## src/design/dmwc_pkg.sv

```systemverilog
// ----------------------------------------------------------------------------
// dmwc_pkg : shared constants and types for the direct-mapped write-back cache
// Address split, memory sizes, sequencer phase codes and control structs.
// ----------------------------------------------------------------------------
package dmwc_pkg;

    localparam int LINE_COUNT     = 64;
    localparam int WORDS_PER_LINE = 4;
    localparam int WORD_BITS      = 32;
    localparam int ADDRESS_BITS   = 16;

    localparam int OFF_BITS  = $clog2(WORDS_PER_LINE);
    localparam int IDX_BITS  = $clog2(LINE_COUNT);
    localparam int ROW_BITS  = OFF_BITS + IDX_BITS;
    localparam int TAG_BITS  = ADDRESS_BITS - ROW_BITS;
    localparam int STEP_BITS = $clog2(WORDS_PER_LINE + 1);

    localparam int LINE_WORDS = LINE_COUNT * WORDS_PER_LINE;
    localparam int MEM_DEPTH  = 1 << ADDRESS_BITS;

    // sequencer phases
    localparam int PH_BITS = 3;
    localparam logic [PH_BITS-1:0] PH_CLEAR  = 3'd0;
    localparam logic [PH_BITS-1:0] PH_IDLE   = 3'd1;
    localparam logic [PH_BITS-1:0] PH_LOOKUP = 3'd2;
    localparam logic [PH_BITS-1:0] PH_WBACK  = 3'd3;
    localparam logic [PH_BITS-1:0] PH_FILL   = 3'd4;

    localparam logic [STEP_BITS-1:0] STEP_LAST = STEP_BITS'(WORDS_PER_LINE);

    // lookup outcome, datapath -> sequencer
    typedef struct packed {
        logic hit;
        logic victim_dirty;
    } t_look;

    // sequencer state, sequencer -> datapath
    typedef struct packed {
        logic [PH_BITS-1:0]      phase;
        logic [STEP_BITS-1:0]    step;
        logic                    last;
        logic [ADDRESS_BITS-1:0] clr_addr;
    } t_seq;

endpackage

```

## src/design/dmwc_seq.sv

```systemverilog
// ----------------------------------------------------------------------------
// dmwc_seq : request sequencer
// Phase machine, word step counter and the post-reset clearing counter.
// ----------------------------------------------------------------------------
module dmwc_seq
    import dmwc_pkg::*;
(
    input  logic  i_clk,
    input  logic  i_rst_n,
    input  logic  i_accept,
    input  t_look i_look,
    output t_seq  o_seq
);

    logic [PH_BITS-1:0]      r_phase, n_phase;
    logic [STEP_BITS-1:0]    r_step, n_step;
    logic [ADDRESS_BITS-1:0] r_clr_addr;
    logic                    last;

    assign last = (r_step == STEP_LAST);

    always_comb begin
        n_phase = r_phase;
        n_step  = r_step;
        case (r_phase)
            PH_CLEAR: begin
                if (&r_clr_addr) begin
                    n_phase = PH_IDLE;
                end
            end
            PH_IDLE: begin
                if (i_accept) begin
                    n_phase = PH_LOOKUP;
                end
            end
            PH_LOOKUP: begin
                n_step = '0;
                if (i_look.hit) begin
                    n_phase = PH_IDLE;
                end else if (i_look.victim_dirty) begin
                    n_phase = PH_WBACK;
                end else begin
                    n_phase = PH_FILL;
                end
            end
            PH_WBACK: begin
                if (last) begin
                    n_phase = PH_FILL;
                    n_step  = '0;
                end else begin
                    n_step = r_step + 1'b1;
                end
            end
            PH_FILL: begin
                if (last) begin
                    n_phase = PH_IDLE;
                    n_step  = '0;
                end else begin
                    n_step = r_step + 1'b1;
                end
            end
            default: begin
                n_phase = PH_IDLE;
                n_step  = '0;
            end
        endcase
    end

    always_ff @(posedge i_clk) begin
        if (!i_rst_n) begin
            r_phase    <= PH_CLEAR;
            r_step     <= '0;
            r_clr_addr <= '0;
        end else begin
            r_phase <= n_phase;
            r_step  <= n_step;
            if (r_phase == PH_CLEAR) begin
                r_clr_addr <= r_clr_addr + 1'b1;
            end
        end
    end

    assign o_seq.phase    = r_phase;
    assign o_seq.step     = r_step;
    assign o_seq.last     = last;
    assign o_seq.clr_addr = r_clr_addr;

endmodule

```

## config.mk

```make
export PLATFORM = sky130hd
export DESIGN_NAME = dmwc_seq
export DESIGN_NICKNAME = d
export VERILOG_FILES = /design/src/design/dmwc_pkg.sv /design/src/design/dmwc_seq.sv
export SDC_FILE = /design/constraint.sdc
export NUM_CORES = 1
export LEC_CHECK = 0
export ABC_CLOCK_PERIOD_IN_PS = 2650
export BUFFER_PORTS_ARGS = -buffer_cell sky130_fd_sc_hd__buf_4
export CAP_MARGIN = 20
export CORE_MARGIN = 4
export CORE_UTILIZATION = 50
export CTS_CLUSTER_DIAMETER = 50
export DETAILED_ROUTE_END_ITERATION = 8
export GPL_ROUTABILITY_DRIVEN = 1
export PLACE_DENSITY = 0.76
export SYNTH_ARGS = -nofsm -noshare
export SYNTH_HDL_FRONTEND = slang
export SYNTH_SLANG_ARGS = --single-unit
```

## constraint.sdc

```tcl
create_clock -name i_clk -period 2.65 [get_ports i_clk]
set_input_delay 0.1325 -clock i_clk [delete_from_list [all_inputs] [get_ports i_clk]]
set_output_delay 0.1325 -clock i_clk [all_outputs]
set_load 0.1 [all_outputs]
```

==> results of run 1 <==
-- kinds of logic after synthesis --
group,Yosys count,share of synthesized area [%]
flops,22,37.2
simple gates,58,30.5
mux,2,1.69
xor+xnor,8,5.93
fa+ha+maj,3,3.17
buf+inv,11,4.44
compound gates,30,17.0
-- per-stage QoR --
stage / hold slack, ns / worst slack, ns / area (um2) / instances
CTS: 0.156 / 0.788 / 1420 / 185
detailed placement: 0.490 / 0.818 / 1380 / 181
finish: 0.160 / 0.796 / 1420 / 185
global route: 0.159 / 0.629 / 1420 / 185
global placement: 0.485 / 0.895 / 1380 / 181
floorplan: 0.273 / 0.380 / 1180 / 134
-- flip-flops by register name (all words and copies together), names as in the netlist --
signal	count
r_step	3
r_phase	3
r_clr_addr	16
-- area by class of cell --
| cell class | instances | area (um2) |
|---|---|---|
| clock buffer | 4 | 36.3 |
| sequential | 22 | 440 |
| timing repair buffer | 27 | 203 |
| inverter | 3 | 11.3 |
| fill | 218 | 818 |
| multi-input combinational | 101 | 689 |
| tap | 28 | 35.0 |
-- synthesized netlist by cell type (all sizes together) (4+ instances only) --
master,number
a21boi,6
a21oi,5
and2,10
clkbuf,6
dfxtp,22
nand2,8
nand2b,5
nand3,6
nand4,4
nor3,4
o21ai,6
or3,4
xnor2,7
-- metal layers --
layer  wire length [um]  track usage [%]  share of wire [%]
met1               1130             21.1                 47
met4                 43             7.12                1.8
met5                  0                0                  0
met2               1120             25.7                 46
met3                116             2.99                4.8
-- critical path, stage by stage (launching register included) --
cell	delay (ns)
dfxtp_1	0.50
nor3_4	0.45
nand2_4	0.16
or4_1	0.52
a21boi_1	0.16
-- power groups by stage --
stage / clock network, mW / logic, mW / registers (mW)
global route: 0.206 / 0.0658 / 0.341
finish: 0.186 / 0.0610 / 0.340
global placement: 0 / 0.0606 / 0.346
detailed placement: 0 / 0.0618 / 0.347
CTS: 0.192 / 0.0617 / 0.340
floorplan: 0 / 0.0163 / 0.376
-- path summary, 6_finish.rpt --
kind	cells after the start	to	start	slack, ns
max	4	r_clr_addr[11]$_SDFFE_PN0N_	r_phase[1]$_SDFFE_PN0P_	0.80
min	2	r_step[0]$_SDFFE_PN0N_	i_rst_n	0.16
max reg2reg	4	r_clr_addr[11]$_SDFFE_PN0N_	r_phase[1]$_SDFFE_PN0P_	0.80
min reg2reg	2	r_clr_addr[15]$_SDFFE_PN0N_	r_clr_addr[15]$_SDFFE_PN0N_	0.51
==> results.yml, run 1 <==
finish:
  antenna-diode-count: 0
  final_cell_mix: "27 x buf_4, 22 x dfxtp_1, 10 x and2_1, 7 x nand2_1, 7 x xnor2_1"
  finalNetCount: 166
  area_delta_synth_final_pct: 19.7
  final_common_cell: "buf_4"
  layout-drive-gt1-share_pct: 22.3
  final_util_pct: 63.4
critical_path:
  crit_type: "flop to flop"
  worstSetupEndpointType: "flop"
  crit_fanout: 17
  required_ns: 2.90
  critPathLaunchType: "flop"
  cp.arrival_ns: 2.11
logic_synthesis:
  yosys.area.top_type: "dfxtp_1"
  synth_warnings: 0
  synth_top_area_share_pct: 37.2
  synth_edf_count: 0
  synthArstFlopShare_pct: 0
  netlist_instances: 134
  synth_cell_types: 40
  synthFlopType: "dfxtp_1"
  synth_seq_cells: 22
  yosys-top-cells-area: "dfxtp_1 37%, and2_1 5.3%, xnor2_1 5.2%, ha_1 3.2%, nand2b_1 2.6%"
  syn_nets: 142
  avgSynthCellArea_um2: 8.82
  netlist_area_um2: 1180
  ys_seq_area_share_pct: 37.2
clock_tree:
  cts_setup_buffers: 0
  clk_pin_slew_ns: 0.13
  clock_path_buffers: 2
  cts_made_buffers: 3
  post_cts_resized: 0
  clockRootBuffer: "clkbuf_4"
  htreeDepth: 1
  cts_tree: "yes"
  insertion_delay_ns: 0.31
  cts_sinks: 22
  cts-hold-fix-buffers: 0
detailed_routing:
  drtAntennaViolNets: 0
  viasPerCell: 5.61
  vias: 1037
  drt-total-wl_mm: 2.41
  drt_iter0_drc: 21
  drc: 0
  first_pass_iters: 4
  wire_per_inst_um: 13.0
min_path:
  hp-class: "primary input to flop"
sta:
  drv_slew: 0
  period_minus_slack_ns: 1.85
  slew_headroom_pct: 62.9
  setup_viol: 0
  fmax_mhz: 539
  hold_viol: 0
  final.setup_skew_ns: 0.0108
  final.setup.tns_ns: 0
  rsz0062_at_grt: "no"
  worstMarginPinSlew_ns: 0.555
  finalCritPeriodShare_pct: 70.0
grt:
  grt.total_usage_pct: 16.2
  grt-ovfl-total: 0
  grt_pass1_vias: 956
  antenna_found_initial: 0
  grt_pass1_wl_mm: 4.17
  grt_max_degree: 24
place:
  gp_congestion: 0.762
  hpwl_mm: 1.75
  portBuffers: 27
power:
  p_switching_mw: 0.149
  comb_power_share_pct: 10.4
  p_clk_share_pct: 31.7
  leakage_nw: 0.566
  power_frac_seq_pct: 57.9
  intPower_mw: 0.437
  switching_share_pct: 25.5
  worst_ir_drop_vdd_uv: 274
  power.density_nw_per_um2: 414
  power_mw: 0.586
run_status:
  status: "finished, final reports clean"
floorplan:
  die_h_um: 56.6
  num_rows: 17
  num_io_pins: 28
  die_w_um: 56.6
  core_area_um2: 2230
  initial_core_util_pct: 52.9
  die-area_um2: 3210
run:
  cap_violations: 0
(Power assumes the default switching activity.)
==> inputs of run 2 (changes only) <==
--- a/config.mk
+++ b/config.mk
@@ -5,15 +5,15 @@
 export SDC_FILE = /design/constraint.sdc
 export NUM_CORES = 1
 export LEC_CHECK = 0
-export ABC_CLOCK_PERIOD_IN_PS = 2650
+export ABC_CLOCK_PERIOD_IN_PS = 1500
 export BUFFER_PORTS_ARGS = -buffer_cell sky130_fd_sc_hd__buf_4
 export CAP_MARGIN = 20
 export CORE_MARGIN = 4
-export CORE_UTILIZATION = 50
+export CORE_UTILIZATION = 47
 export CTS_CLUSTER_DIAMETER = 50
 export DETAILED_ROUTE_END_ITERATION = 8
 export GPL_ROUTABILITY_DRIVEN = 1
-export PLACE_DENSITY = 0.76
+export PLACE_DENSITY = 0.75
 export SYNTH_ARGS = -nofsm -noshare
 export SYNTH_HDL_FRONTEND = slang
 export SYNTH_SLANG_ARGS = --single-unit
==> constraint.sdc (replaced) <==
create_clock -name i_clk -period 1.5 [get_ports i_clk]
set_input_delay 0.075 -clock i_clk [delete_from_list [all_inputs] [get_ports i_clk]]
set_output_delay 0.075 -clock i_clk [all_outputs]
set_load 0.1 [all_outputs]
==> results.yml, run 2 (synthesis gave the netlist of run 1 again) <==
floorplan:
  num_rows: 17
  die-area_um2: 3380
  num_io_pins: 28
  die_w_um: 58.2
  initial_core_util_pct: 51.5
  die_h_um: 58.2
  core_area_um2: 2300
clock_tree:
  cts_tree: "yes"
  insertion_delay_ns: 0.30
  clockRootBuffer: "clkbuf_4"
  clock_path_buffers: 2
  cts-hold-fix-buffers: 0
  htreeDepth: 1
  cts_sinks: 22
  clk_pin_slew_ns: 0.11
  cts_made_buffers: 3
power:
  power.density_nw_per_um2: 588
  power_mw: 0.958
  worst_ir_drop_vdd_uv: 812
  leakage_nw: 0.657
sta:
  worstMarginPinSlew_ns: 0.329
  final.setup_skew_ns: 0.00145
  hold_viol: 0
  finalCritPeriodShare_pct: 96.4
  timing.hold.ws_ns: 0.0951
  slew_headroom_pct: 78.0
  drv_slew: 0
  final.setup.tns_ns: 0
  setup_viol: 0
  rsz0062_at_grt: "yes"
  fmax_mhz: 691
  period_minus_slack_ns: 1.45
grt:
  grt_pass1_vias: 1016
  grt.total_usage_pct: 16.1
  antenna_found_initial: 0
  grt_pass1_wl_mm: 4.30
  grt-ovfl-total: 0
  grt_max_degree: 24
critical_path:
  required_ns: 1.74
  crit_fanout: 6
  cp.arrival_ns: 1.69
  worstSetupEndpointType: "flop"
  critPathLaunchType: "flop"
  crit_type: "flop to flop"
detailed_routing:
  drtAntennaViolNets: 0
  first_pass_iters: 4
  drc: 0
  drt_iter0_drc: 23
  vias: 1125
  viasPerCell: 5.60
  drt-total-wl_mm: 2.68
  wire_per_inst_um: 13.3
finish:
  final_common_cell: "buf_4"
  final_cell_mix: "42 x buf_4, 15 x dfxtp_4, 8 x and2_1, 7 x xnor2_1"
  finalNetCount: 182
  final_cell_area_um2: 1630
  regMostFlops: "r_clr_addr"
  layout-drive-gt1-share_pct: 47.4
  fillCellCount: 181
  area_delta_synth_final_pct: 37.9
  layout.cells.non_filler: 201
  top_regs: "r_clr_addr: 16 flops, r_phase: 3 flops, r_step: 3 flops"
  largest_reg_flops: 16
  antenna-diode-count: 0
run_status:
  status: "finished, final reports clean"
place:
  gp_congestion: 0.745
  portBuffers: 27
  hpwl_mm: 1.91
  dp_cells: 189
  placedInstanceArea_um2: 1500
min_path:
  hp-class: "primary input to flop"
run:
  cap_violations: 0
run 2: layer usage:
layer  GRT usage (%)  share of wire [%]  vias up
met4            5.63                1.6        0
met1            19.0                 44      521
met5               0                  0        -
met2            28.1                 49       25
li1                -                  -      573
met3            4.23                4.8        6
run 2: repair_timing:
action                                  4_1_cts  5_1_grt
setup buffers                                 0        7
endpoints found under the setup margin        0       12
resized for setup                             0       13
run 2: final cells by class:
class / instances / area [um2] / area share [%]
Clock buffer: 4 / 26.3 / 1.61
Sequential cell: 22 / 504 / 30.9
Inverter: 3 / 11.3 / 0.691
Timing Repair Buffer: 42 / 315 / 19.3
Multi-Input combinational cell: 102 / 738 / 45.3
Tap cell: 28 / 35.0 / 2.15
run 2: where the power goes:
group | total (mW) | leakage (nW) | switching [mW] | internal, mW
sequential | 0.576 | 0.193 | 0.00737 | 0.568
clock | 0.271 | 0.0150 | 0.168 | 0.104
combinational | 0.111 | 0.450 | 0.0780 | 0.0334
run 2: per-stage QoR:
step / utilization (%) / setup WS (ns)
2_1_floorplan: - / -0.281
3_3_place_gp: 65.4 / 0.0663
3_5_place_dp: 65.4 / 0.0471
4_1_cts: 66.6 / 0.0153
5_1_grt: 71.0 / -0.0685
6_report: 71.0 / 0.0534
run 2: path summary, 6_finish.rpt:
path                               start                     endpoint  slack [ns]  depth (start not counted)
max          r_clr_addr[10]$_SDFFE_PN0N_  r_clr_addr[15]$_SDFFE_PN0N_        0.05                          4
min                              i_rst_n       r_step[0]$_SDFFE_PN0N_         0.1                          2
max reg2reg  r_clr_addr[10]$_SDFFE_PN0N_  r_clr_addr[15]$_SDFFE_PN0N_        0.05                          4
min reg2reg  r_clr_addr[13]$_SDFFE_PN0N_  r_clr_addr[13]$_SDFFE_PN0N_        0.51                          2
run 2: critical path: stages, from the launching register on:
cell      delay (ns)
dfxtp_4         0.39
and4_4          0.23
nand4_1         0.11
or4_1           0.53
a21boi_1        0.13
